**src/design/nrtf_pkg.sv**
```systemverilog
// Shared types and constants for the netlink route table filter.
package nrtf_pkg;

    localparam logic [15:0] CHUNK_MAX      = 16'd65535;
    localparam int          HOLD_BYTES     = 21;
    localparam int          HOLD_IDX_W     = $clog2(HOLD_BYTES);
    localparam logic [15:0] HDR_BYTES      = 16'd16;
    localparam logic [15:0] TABLE_OFFSET   = 16'd20;
    localparam logic [31:0] ROUTE_MIN_LEN  = 32'd28;
    localparam logic [15:0] ROUTE_ADD_TYPE = 16'd24;
    localparam logic [7:0]  TABLE_UNSPEC   = 8'd0;
    localparam logic [7:0]  TABLE_DEFAULT  = 8'd254;
    localparam logic [7:0]  TABLE_LOCAL    = 8'd255;

    localparam int          QUEUE_DEPTH    = 4;
    localparam int          QUEUE_PTR_W    = $clog2(QUEUE_DEPTH);

    typedef enum logic [1:0] {
        MODE_UNDECIDED,
        MODE_KEEP,
        MODE_DROP
    } mode_t;

    typedef enum logic [1:0] {
        SEQ_IDLE,
        SEQ_RELEASE,
        SEQ_SUMMARY
    } seq_state_t;

    typedef struct packed {
        logic [7:0]  data_val;
        logic        summary;
        logic [15:0] kept;
        logic        last;
    } result_t;

endpackage

```
**src/design/nrtf_front.sv**
```systemverilog
// Front end: chunk and message parser, header hold buffer and release sequencer.
module nrtf_front
    import nrtf_pkg::*;
(
    input  logic       clk,
    input  logic       rst_n,
    input  logic       cfg_we,
    input  logic       cfg_wdata,
    input  logic       in_valid,
    output logic       in_ready,
    input  logic [7:0] data_byte,
    input  logic       chunk_start,
    input  logic [15:0] chunk_bytes,
    output logic       push,
    output result_t    push_item,
    input  logic       queue_full
);

    logic        filter_enable_reg;
    logic        chunk_filtering_reg, chunk_filtering_next;
    logic [15:0] chunk_remaining_reg, chunk_remaining_next;
    logic [15:0] msg_position_reg, msg_position_next;
    logic [31:0] msg_length_reg, msg_length_next;
    logic [15:0] msg_span_reg, msg_span_next;
    logic [15:0] msg_type_reg, msg_type_next;
    mode_t       mode_reg, mode_next;
    logic        parse_stopped_reg, parse_stopped_next;
    logic [15:0] kept_count_reg, kept_count_next;
    logic        sum_pend_reg, sum_pend_next;
    logic [HOLD_IDX_W-1:0] rel_idx_reg, rel_idx_next;
    logic [HOLD_IDX_W-1:0] rel_last_reg, rel_last_next;
    seq_state_t  seq_state_reg, seq_state_next;

    logic [7:0]  hold_reg [HOLD_BYTES];

    logic        accept;
    logic        do_emit;
    logic        do_rel;
    logic        do_sum;
    logic [HOLD_IDX_W-1:0] rel_last;
    logic        hold_we;
    logic [HOLD_IDX_W-1:0] hold_addr;

    assign in_ready = (seq_state_reg == SEQ_IDLE) && !queue_full;
    assign accept   = in_valid && in_ready;

    always_comb
    begin
        logic [15:0] rem0;
        logic [15:0] pos0;
        logic [15:0] span0;
        logic [15:0] type0;
        logic [15:0] kept0;
        logic [31:0] len0;
        mode_t       mode0;
        logic        stop0;
        logic        filt0;
        logic [16:0] room;
        logic [16:0] aligned;
        logic [15:0] pos_inc;
        logic        done;

        chunk_filtering_next = chunk_filtering_reg;
        chunk_remaining_next = chunk_remaining_reg;
        msg_position_next    = msg_position_reg;
        msg_length_next      = msg_length_reg;
        msg_span_next        = msg_span_reg;
        msg_type_next        = msg_type_reg;
        mode_next            = mode_reg;
        parse_stopped_next   = parse_stopped_reg;
        kept_count_next      = kept_count_reg;
        do_emit   = 1'b0;
        do_rel    = 1'b0;
        do_sum    = 1'b0;
        rel_last  = '0;
        hold_we   = 1'b0;
        hold_addr = '0;
        room      = '0;
        aligned   = '0;
        pos_inc   = '0;
        done      = 1'b0;

        if (chunk_start)
        begin
            if (chunk_bytes == 16'd0)
                rem0 = 16'd1;
            else if (chunk_bytes > CHUNK_MAX)
                rem0 = CHUNK_MAX;
            else
                rem0 = chunk_bytes;
            kept0 = '0;
            stop0 = 1'b0;
            filt0 = filter_enable_reg;
            pos0  = '0;
            len0  = '0;
            span0 = '0;
            type0 = '0;
            mode0 = MODE_UNDECIDED;
        end
        else
        begin
            rem0  = chunk_remaining_reg;
            kept0 = kept_count_reg;
            stop0 = parse_stopped_reg;
            filt0 = chunk_filtering_reg;
            pos0  = msg_position_reg;
            len0  = msg_length_reg;
            span0 = msg_span_reg;
            type0 = msg_type_reg;
            mode0 = mode_reg;
        end

        if (accept && rem0 != 16'd0)
        begin
            if (filt0)
            begin
                if (!stop0)
                begin
                    if (pos0 == 16'd0)
                    begin
                        len0  = '0;
                        type0 = '0;
                        span0 = '0;
                        mode0 = MODE_UNDECIDED;
                        if (rem0 < HDR_BYTES)
                        begin
                            stop0 = 1'b1;
                            done  = 1'b1;
                        end
                    end
                    if (!done)
                    begin
                        room = {1'b0, rem0} + {1'b0, pos0};
                        if (mode0 == MODE_UNDECIDED)
                        begin
                            if (pos0 < 16'(HOLD_BYTES))
                            begin
                                hold_we   = 1'b1;
                                hold_addr = pos0[HOLD_IDX_W-1:0];
                            end
                            if (pos0 < 16'd4)
                                len0 = len0 | (32'(data_byte) << {pos0[1:0], 3'b000});
                            else if (pos0 < 16'd6)
                                type0 = type0 | (16'(data_byte) << {pos0[0], 3'b000});

                            if (pos0 == HDR_BYTES - 16'd1)
                            begin
                                if (len0 < 32'(HDR_BYTES) || len0 > 32'(room))
                                begin
                                    stop0 = 1'b1;
                                    done  = 1'b1;
                                end
                                else
                                begin
                                    aligned = (len0[16:0] + 17'd3) & ~17'd3;
                                    span0 = (aligned > room) ? room[15:0] : aligned[15:0];
                                    if (!(type0 == ROUTE_ADD_TYPE && len0 >= ROUTE_MIN_LEN))
                                    begin
                                        mode0    = MODE_KEEP;
                                        do_rel   = 1'b1;
                                        rel_last = HOLD_IDX_W'(HDR_BYTES - 16'd1);
                                    end
                                end
                            end
                            else if (pos0 == TABLE_OFFSET)
                            begin
                                if (data_byte == TABLE_UNSPEC || data_byte == TABLE_DEFAULT ||
                                    data_byte == TABLE_LOCAL)
                                begin
                                    mode0    = MODE_KEEP;
                                    do_rel   = 1'b1;
                                    rel_last = HOLD_IDX_W'(TABLE_OFFSET);
                                end
                                else
                                begin
                                    mode0 = MODE_DROP;
                                end
                            end
                        end
                        else if (mode0 == MODE_KEEP)
                        begin
                            do_emit = 1'b1;
                        end

                        if (!done)
                        begin
                            pos_inc = pos0 + 16'd1;
                            if (mode0 != MODE_UNDECIDED && pos_inc >= span0)
                                pos_inc = '0;
                            pos0 = pos_inc;
                        end
                    end
                end
            end
            else
            begin
                do_emit = 1'b1;
            end

            kept0 = kept0 + 16'(do_emit)
                  + (do_rel ? 16'(rel_last) + 16'd1 : 16'd0);
            rem0 = rem0 - 16'd1;
            if (rem0 == 16'd0)
            begin
                do_sum = 1'b1;
                pos0   = '0;
                len0   = '0;
                span0  = '0;
                type0  = '0;
                mode0  = MODE_UNDECIDED;
                stop0  = 1'b0;
            end

            chunk_filtering_next = filt0;
            chunk_remaining_next = rem0;
            msg_position_next    = pos0;
            msg_length_next      = len0;
            msg_span_next        = span0;
            msg_type_next        = type0;
            mode_next            = mode0;
            parse_stopped_next   = stop0;
            kept_count_next      = kept0;
        end
    end

    always_comb
    begin
        seq_state_next = seq_state_reg;
        unique case (seq_state_reg)
            SEQ_IDLE:
            begin
                if (accept && do_rel)
                    seq_state_next = SEQ_RELEASE;
                else if (accept && do_sum && do_emit)
                    seq_state_next = SEQ_SUMMARY;
            end
            SEQ_RELEASE:
            begin
                if (!queue_full && rel_idx_reg == rel_last_reg)
                    seq_state_next = sum_pend_reg ? SEQ_SUMMARY : SEQ_IDLE;
            end
            SEQ_SUMMARY:
            begin
                if (!queue_full)
                    seq_state_next = SEQ_IDLE;
            end
            default:
            begin
                seq_state_next = SEQ_IDLE;
            end
        endcase
    end

    always_comb
    begin
        push          = 1'b0;
        push_item     = '0;
        sum_pend_next = sum_pend_reg;
        rel_idx_next  = rel_idx_reg;
        rel_last_next = rel_last_reg;
        unique case (seq_state_reg)
            SEQ_IDLE:
            begin
                if (accept)
                begin
                    sum_pend_next = do_sum;
                    rel_idx_next  = '0;
                    rel_last_next = rel_last;
                    if (do_emit)
                    begin
                        push               = 1'b1;
                        push_item.data_val = data_byte;
                        push_item.last     = !do_sum;
                    end
                    else if (do_sum && !do_rel)
                    begin
                        push              = 1'b1;
                        push_item.summary = 1'b1;
                        push_item.kept    = kept_count_next;
                        push_item.last    = 1'b1;
                    end
                end
            end
            SEQ_RELEASE:
            begin
                if (!queue_full)
                begin
                    push               = 1'b1;
                    push_item.data_val = hold_reg[rel_idx_reg];
                    push_item.last     = (rel_idx_reg == rel_last_reg) && !sum_pend_reg;
                    rel_idx_next       = rel_idx_reg + HOLD_IDX_W'(1);
                end
            end
            SEQ_SUMMARY:
            begin
                if (!queue_full)
                begin
                    push              = 1'b1;
                    push_item.summary = 1'b1;
                    push_item.kept    = kept_count_reg;
                    push_item.last    = 1'b1;
                    sum_pend_next     = 1'b0;
                end
            end
            default:
            begin
                push = 1'b0;
            end
        endcase
    end

    always_ff @(posedge clk)
    begin
        if (hold_we)
            hold_reg[hold_addr] <= data_byte;
    end

    always_ff @(posedge clk or negedge rst_n)
    begin
        if (!rst_n)
        begin
            filter_enable_reg   <= 1'b1;
            chunk_filtering_reg <= 1'b0;
            chunk_remaining_reg <= '0;
            msg_position_reg    <= '0;
            msg_length_reg      <= '0;
            msg_span_reg        <= '0;
            msg_type_reg        <= '0;
            mode_reg            <= MODE_UNDECIDED;
            parse_stopped_reg   <= 1'b0;
            kept_count_reg      <= '0;
            sum_pend_reg        <= 1'b0;
            rel_idx_reg         <= '0;
            rel_last_reg        <= '0;
            seq_state_reg       <= SEQ_IDLE;
        end
        else
        begin
            if (cfg_we)
                filter_enable_reg <= cfg_wdata;
            chunk_filtering_reg <= chunk_filtering_next;
            chunk_remaining_reg <= chunk_remaining_next;
            msg_position_reg    <= msg_position_next;
            msg_length_reg      <= msg_length_next;
            msg_span_reg        <= msg_span_next;
            msg_type_reg        <= msg_type_next;
            mode_reg            <= mode_next;
            parse_stopped_reg   <= parse_stopped_next;
            kept_count_reg      <= kept_count_next;
            sum_pend_reg        <= sum_pend_next;
            rel_idx_reg         <= rel_idx_next;
            rel_last_reg        <= rel_last_next;
            seq_state_reg       <= seq_state_next;
        end
    end

endmodule

```
**src/design/nrtf_queue.sv**
```systemverilog
// Short result queue between the parser and the output stage.
module nrtf_queue
    import nrtf_pkg::*;
(
    input  logic    clk,
    input  logic    rst_n,
    input  logic    push,
    input  result_t push_item,
    output logic    full,
    input  logic    pop,
    output result_t pop_item,
    output logic    empty
);

    result_t                entry_reg [QUEUE_DEPTH];
    logic [QUEUE_PTR_W-1:0] wr_ptr_reg, wr_ptr_next;
    logic [QUEUE_PTR_W-1:0] rd_ptr_reg, rd_ptr_next;
    logic [QUEUE_PTR_W:0]   count_reg, count_next;

    assign full     = (count_reg == (QUEUE_PTR_W + 1)'(QUEUE_DEPTH));
    assign empty    = (count_reg == '0);
    assign pop_item = entry_reg[rd_ptr_reg];

    always_comb
    begin
        wr_ptr_next = wr_ptr_reg;
        rd_ptr_next = rd_ptr_reg;
        count_next  = count_reg;
        if (push && !full)
            wr_ptr_next = wr_ptr_reg + QUEUE_PTR_W'(1);
        if (pop && !empty)
            rd_ptr_next = rd_ptr_reg + QUEUE_PTR_W'(1);
        if ((push && !full) && !(pop && !empty))
            count_next = count_reg + (QUEUE_PTR_W + 1)'(1);
        else if (!(push && !full) && (pop && !empty))
            count_next = count_reg - (QUEUE_PTR_W + 1)'(1);
    end

    always_ff @(posedge clk)
    begin
        if (push && !full)
            entry_reg[wr_ptr_reg] <= push_item;
    end

    always_ff @(posedge clk or negedge rst_n)
    begin
        if (!rst_n)
        begin
            wr_ptr_reg <= '0;
            rd_ptr_reg <= '0;
            count_reg  <= '0;
        end
        else
        begin
            wr_ptr_reg <= wr_ptr_next;
            rd_ptr_reg <= rd_ptr_next;
            count_reg  <= count_next;
        end
    end

endmodule

```
**src/design/nrtf_back.sv**
```systemverilog
// Back end: output register that presents queued results on the master stream.
module nrtf_back
    import nrtf_pkg::*;
(
    input  logic        clk,
    input  logic        rst_n,
    input  logic        queue_empty,
    input  result_t     queue_item,
    output logic        queue_pop,
    output logic        m_axis_tvalid,
    input  logic        m_axis_tready,
    output logic [23:0] m_axis_tdata,
    output logic        m_axis_tuser,
    output logic        m_axis_tlast
);

    logic    out_valid_reg, out_valid_next;
    result_t out_item_reg;
    logic    load;

    assign load      = !queue_empty && (!out_valid_reg || m_axis_tready);
    assign queue_pop = load;

    always_comb
    begin
        out_valid_next = out_valid_reg;
        if (load)
            out_valid_next = 1'b1;
        else if (m_axis_tready)
            out_valid_next = 1'b0;
    end

    always_ff @(posedge clk)
    begin
        if (load)
            out_item_reg <= queue_item;
    end

    always_ff @(posedge clk or negedge rst_n)
    begin
        if (!rst_n)
            out_valid_reg <= 1'b0;
        else
            out_valid_reg <= out_valid_next;
    end

    assign m_axis_tvalid = out_valid_reg;
    assign m_axis_tdata  = {out_item_reg.kept, out_item_reg.data_val};
    assign m_axis_tuser  = out_item_reg.summary;
    assign m_axis_tlast  = out_item_reg.last;

endmodule

```
**src/design/netlink_route_table_filter.sv**
```systemverilog
// Top level of the netlink route table filter.
// The block takes one chunk byte per cycle while a byte is dropped or passed straight through,
// and each kept byte is written into the result queue and then into the output register
// before it appears on the result stream. When a message's header is judged kept, the held
// header leaves the hold buffer one byte per cycle, while the result queue is not full, through a
// single release sequencer: 16 bytes for a plain header, or 21 bytes for a route message decided
// at its table byte. The summary of a chunk follows its last byte when a data byte or a released
// header goes out with it. Input stalls while the sequencer is busy or the result queue is full.
module netlink_route_table_filter
    import nrtf_pkg::*;
(
    input  logic        clk,
    input  logic        rst_n,
    input  logic        cfg_we,
    input  logic        cfg_wdata,       // filter_enable
    input  logic        s_axis_tvalid,
    output logic        s_axis_tready,
    input  logic [23:0] s_axis_tdata,    // data_byte [7:0], chunk_bytes [23:8]
    input  logic        s_axis_tuser,    // chunk_start
    output logic        m_axis_tvalid,
    input  logic        m_axis_tready,
    output logic [23:0] m_axis_tdata,    // out_byte [7:0], kept_bytes [23:8]
    output logic        m_axis_tuser,    // is_summary
    output logic        m_axis_tlast     // last_of_run
);

    logic    q_push;
    result_t q_push_item;
    logic    q_full;
    logic    q_pop;
    result_t q_pop_item;
    logic    q_empty;

    nrtf_front u_front (
        .clk         (clk),
        .rst_n       (rst_n),
        .cfg_we      (cfg_we),
        .cfg_wdata   (cfg_wdata),
        .in_valid    (s_axis_tvalid),
        .in_ready    (s_axis_tready),
        .data_byte   (s_axis_tdata[7:0]),
        .chunk_start (s_axis_tuser),
        .chunk_bytes (s_axis_tdata[23:8]),
        .push        (q_push),
        .push_item   (q_push_item),
        .queue_full  (q_full)
    );

    nrtf_queue u_queue (
        .clk       (clk),
        .rst_n     (rst_n),
        .push      (q_push),
        .push_item (q_push_item),
        .full      (q_full),
        .pop       (q_pop),
        .pop_item  (q_pop_item),
        .empty     (q_empty)
    );

    nrtf_back u_back (
        .clk           (clk),
        .rst_n         (rst_n),
        .queue_empty   (q_empty),
        .queue_item    (q_pop_item),
        .queue_pop     (q_pop),
        .m_axis_tvalid (m_axis_tvalid),
        .m_axis_tready (m_axis_tready),
        .m_axis_tdata  (m_axis_tdata),
        .m_axis_tuser  (m_axis_tuser),
        .m_axis_tlast  (m_axis_tlast)
    );

endmodule

```
**config.mk**
```make
export PLATFORM = sky130hd
export DESIGN_NAME = netlink_route_table_filter
export DESIGN_NICKNAME = d
export VERILOG_FILES = /design/src/design/nrtf_pkg.sv /design/src/design/nrtf_front.sv /design/src/design/nrtf_queue.sv /design/src/design/nrtf_back.sv /design/src/design/netlink_route_table_filter.sv
export SDC_FILE = /design/constraint.sdc
export NUM_CORES = 1
export LEC_CHECK = 0
export ABC_CLOCK_PERIOD_IN_PS = 10400
export BUFFER_PORTS_ARGS = -buffer_cell sky130_fd_sc_hd__buf_2
export CAP_MARGIN = 0
export CORE_MARGIN = 2
export CORE_UTILIZATION = 48
export DETAILED_ROUTE_END_ITERATION = 7
export PLACE_DENSITY = 0.61
export SLEW_MARGIN = 40
export SYNTH_ARGS = -nofsm -noshare
export SYNTH_HDL_FRONTEND = slang
export SYNTH_SLANG_ARGS = --single-unit
```
**constraint.sdc**
```tcl
create_clock -name clk -period 10.4 [get_ports clk]
set_input_delay 1.04 -clock clk [delete_from_list [all_inputs] [get_ports clk]]
set_output_delay 1.04 -clock clk [all_outputs]
set_load 0.05 [all_outputs]
```
==> PnR_summary.wiki <==
{| class="wikitable"
! Metric !! Value
|-
| Data required time at the worst endpoint || 10.92 ns
|-
| Vias per inst || 6.18
|-
| Max-slew headroom at the worst pin || 0.415
|-
| Net load switching power || 2.26 mW
|-
| Global-route wire length before repair || 92.4 mm
|-
| Share of total power in sequential cells || 0.393
|-
| RSZ-0062 raised after global routing || false
|-
| Total GRT Usage || 0.241
|-
| Die outline area || between 0.04 and 0.05 mm^2
|-
| PwrDens || about 250 mW/mm^2
|-
| Vias in the first global route || 15700
|-
| Area occupied by registers || 0.0124 mm^2
|-
| Proportion of synthesized chip area in sequential cells || 0.546
|-
| GR Layer Usage met3 || 0.0416
|-
| Number of DRC markers after the initial detailed-route iteration || between 1500 and 2000
|-
| Area of the placeable core || between 0.04 and 0.05 mm^2
|-
| Worst path max stage delay || 0.51 ns
|-
| Critical path class || input port to flip-flop
|-
| Sink count of the clock tree || ~430
|-
| Fraction of the cycle the final worst path needs || 0.936
|-
| Max Cap Viol || 0
|-
| Initial core utilization || 0.486
|-
| Total standard cell area after synthesis || around 0.023 mm^2
|-
| RePlAce Congestion || between 0.9 and 1
|-
| Placement-stage worst setup slack || 0.169 ns
|-
| Share of cells above drive strength 1 || 0.153
|-
| DRC violations left || 0
|-
| CTS max path bufs || 3
|-
| Hold/Removal Path Class || input port to asynchronous set/reset pin
|-
| Grt total ovfl || 0
|-
| Setup-failing EPs final || 0
|-
| Antenna violations before repair || 0
|-
| Min Tclk post-route || 9.73 ns
|-
| Ports placed on the boundary || 59
|-
| Final TNS setup || 0 ns
|-
| CTS root buffer || sky130_fd_sc_hd__clkbuf_16
|-
| Most Used Layer, Global Route || met2
|-
| Filler cell count || 3914
|-
| Number of port buffers || 58
|-
| Proportion of power drawn by the clock network || 0.280
|-
| FF+latch count, synth || 434
|-
| Die extent in x || ~220 um
|-
| Number of levels in the clock H-tree || 2
|-
| Maximum clock rate || 103 MHz
|-
| Routed wire length || 59.2 mm
|-
| Post-synth EDFFs || 298
|-
| Number of buffers inserted by hold repair at cts || 0
|-
| Slew at the pin closest to its max-slew limit || 0.875 ns
|-
| Leakage component of the power || 9.57 nW
|-
| Arrival time at the worst endpoint || ~10 ns
|-
| Number of hold violations in the final report || 0
|-
| Synth Net Count || 2014
|-
| Clock-pin slew on the worst setup and hold paths || 0.07 ns
|-
| Relative contribution of combinational cells to total power || 0.327
|-
| Post-layout nets || between 2000 and 2500
|-
| Flip-flop count of the largest register, all copies and words added || 168
|-
| Die boundary height || 221 um
|-
| TritonCTS clock tree || yes
|-
| Number of pins with negative max-slew slack in the final report || 0
|-
| Site row count || slightly below 80
|-
| Highest-count cells in the layout ignoring fill and taps || 298 x sky130_fd_sc_hd__edfxtp_1, 205 x sky130_fd_sc_hd__nand2_1, 132 x sky130_fd_sc_hd__dfrtp_1
|-
| Setup ws final || 0.666 ns
|-
| Area used by multi-input combinational logic || roughly 0.0096 mm^2
|-
| Count of distinct cell types in the synthesized netlist || 91
|-
| TritonRoute pass-1 iters || 7
|-
| Crit end category || flip-flop
|-
| Worst path slowest cell || sky130_fd_sc_hd__or4_1
|-
| Routed wire length per instance || 22.9 um
|-
| Number of antenna cells inserted || 0
|-
| Average cell area after synthesis || 11.9 um^2
|-
| GR met2 Demand/Resource || 0.384
|-
| Fraction of registers with async set or reset after synthesis || 0.313
|-
| Kind of start point of the critical path || input port
|-
| Ys flop type || sky130_fd_sc_hd__edfxtp_1
|-
| Maximum number of pins on one net before global-route repair || 79
|-
| Biggest fanout along the worst timing path || 24
|-
| Synthesized instance count || 1899
|-
| Estimated wirelength of the detail-placed design || approximately 41 mm
|-
| Run status || finished clean
|-
| VDD IR max || 0.231 mV
|-
| Area Growth Syn to Fin || 11.2%
|-
| Sw Ratio || 0.361
|-
| Most frequent standard cell in the layout excluding fill and tap cells || sky130_fd_sc_hd__edfxtp_1
|-
| Routed via count || 15900
|-
| Antenna viol nets, final || 0
|-
| Global routing usage on met1 || 0.340
|-
| Number of buffers inserted during clock tree synthesis || 46
|-
| Pint || 3.99 mW
|-
| Clock insertion delay at the later pin of the skew report || 0.60 ns
|-
| Worst clock skew || 0.0293 ns
|-
| Synthesis warning total || 0
|}
## critical path: cells and delay by family
kind / cells / cell delay, ns
XOR/XNOR: 1 / 0.26
adder cells (fa/ha/maj): 4 / 1.17
AND/OR/NAND/NOR: 9 / 2.33
buffers and inverters: 5 / 0.66
AO/OA/AOI/OAI: 21 / 4.78
## synthesized netlist by cell type, types with 10 or more instances
cell type                  number  area share
sky130_fd_sc_hd__a211oi_1      10      0.0033
sky130_fd_sc_hd__a21o_1        14      0.0046
sky130_fd_sc_hd__a21oi_1       62       0.014
sky130_fd_sc_hd__a22oi_1       12      0.0040
sky130_fd_sc_hd__a31oi_1       39       0.011
sky130_fd_sc_hd__a32o_1        21      0.0093
sky130_fd_sc_hd__and2_1        15      0.0041
sky130_fd_sc_hd__and3_1        24      0.0066
sky130_fd_sc_hd__buf_1         24      0.0040
sky130_fd_sc_hd__buf_2         16      0.0035
sky130_fd_sc_hd__clkbuf_1      53      0.0088
sky130_fd_sc_hd__dfrtp_1      135        0.15
sky130_fd_sc_hd__edfxtp_1     298        0.40
sky130_fd_sc_hd__ha_1          81       0.045
sky130_fd_sc_hd__inv_1         67       0.011
sky130_fd_sc_hd__mux2_2        12      0.0060
sky130_fd_sc_hd__mux2i_1       32       0.014
sky130_fd_sc_hd__mux4_2        74       0.074
sky130_fd_sc_hd__nand2_1      206       0.034
sky130_fd_sc_hd__nand2b_1      18      0.0050
sky130_fd_sc_hd__nand3_1       33      0.0073
sky130_fd_sc_hd__nand4_1       20      0.0055
sky130_fd_sc_hd__nor2_1       125       0.021
sky130_fd_sc_hd__nor2b_1       22      0.0061
sky130_fd_sc_hd__nor3_1        47       0.010
sky130_fd_sc_hd__nor4_1        18      0.0050
sky130_fd_sc_hd__o21ai_0      123       0.027
sky130_fd_sc_hd__o21ai_1       29      0.0064
sky130_fd_sc_hd__o31a_1        10      0.0039
sky130_fd_sc_hd__o31ai_1       21      0.0070
sky130_fd_sc_hd__xnor2_1       45       0.017
sky130_fd_sc_hd__xor2_1        30       0.012
## what timing repair did
action	4_1_cts	5_1_grt
endpoints found under the setup margin	0	1
buffers inserted	0	0
resized for setup	0	1
## kinds of logic after synthesis
| family | synth area share |
|---|---|
| XOR/XNOR | 0.0290 |
| multiplexers | 0.0954 |
| adder cells (fa/ha/maj) | 0.0479 |
| flip-flops | 0.546 |
| other | 0.000166 |
| AO/OA/AOI/OAI | 0.126 |
| buffers and inverters | 0.0309 |
| AND/OR/NAND/NOR | 0.125 |
## power groups by stage
stage	Sequential, mW	Combinational [mW]	Clock, mW
4_1_cts	2.46	2.04	1.78
6_report	2.46	2.04	1.75
2_1_floorplan	2.58	1.34	0
3_3_place_gp	2.47	1.99	0
3_5_place_dp	2.49	2.03	0
5_1_grt	2.49	2.23	1.85
## through the flow
step | hold slack [ns] | area, um^2 | utilization | power (mW) | cells
after floorplan | 0.439 | 22600 | - | 3.92 | 1899
after global placement | 0.465 | 23500 | 0.505 | 4.46 | 2495
after detailed placement | 0.475 | 23500 | 0.505 | 4.51 | 2495
after CTS | 0.490 | 25100 | 0.540 | 6.27 | 2578
after global routing | 0.505 | 25200 | 0.541 | 6.58 | 2578
final | 0.483 | 25200 | 0.541 | 6.25 | 2578
## area by class of cell
class | instances | share of cell area
clock buffer | 57 | 0.0494
clock inverter | 26 | 0.0148
inverter | 70 | 0.0104
multi-input combinational | 1295 | 0.383
sequential | 434 | 0.491
tap | 607 | 0.0302
timing repair buffer | 89 | 0.0214
## worst paths after layout
| path | start | end | slack [ns] | cells past startpoint |
|---|---|---|---|---|
| max | s_axis_tdata[20] | u_front.msg_position_reg[13] | 0.67 | 40 |
| min | rst_n | u_front.chunk_remaining_reg[15] | 0.48 | 1 |
| max reg2reg | u_front.msg_position_reg[0] | u_front.msg_position_reg[13] | 1.71 | 37 |
| min reg2reg | u_front.msg_length_reg[23] | u_front.msg_length_reg[23] | 0.49 | 2 |
| max in group asynchronous | rst_n | u_front.rel_idx_reg[0] | 8.83 | 2 |
| min in group clk | u_front.msg_length_reg[23] | u_front.msg_length_reg[23] | 0.49 | 2 |
## routing by layer
layer / up-vias / routed length (um)
li1: 7261 / -
met1: 8009 / 26000
met2: 574 / 27900
met3: 97 / 3740
met4: 0 / 1460
met5: - / 0
Power figures use the tool's default switching activity.
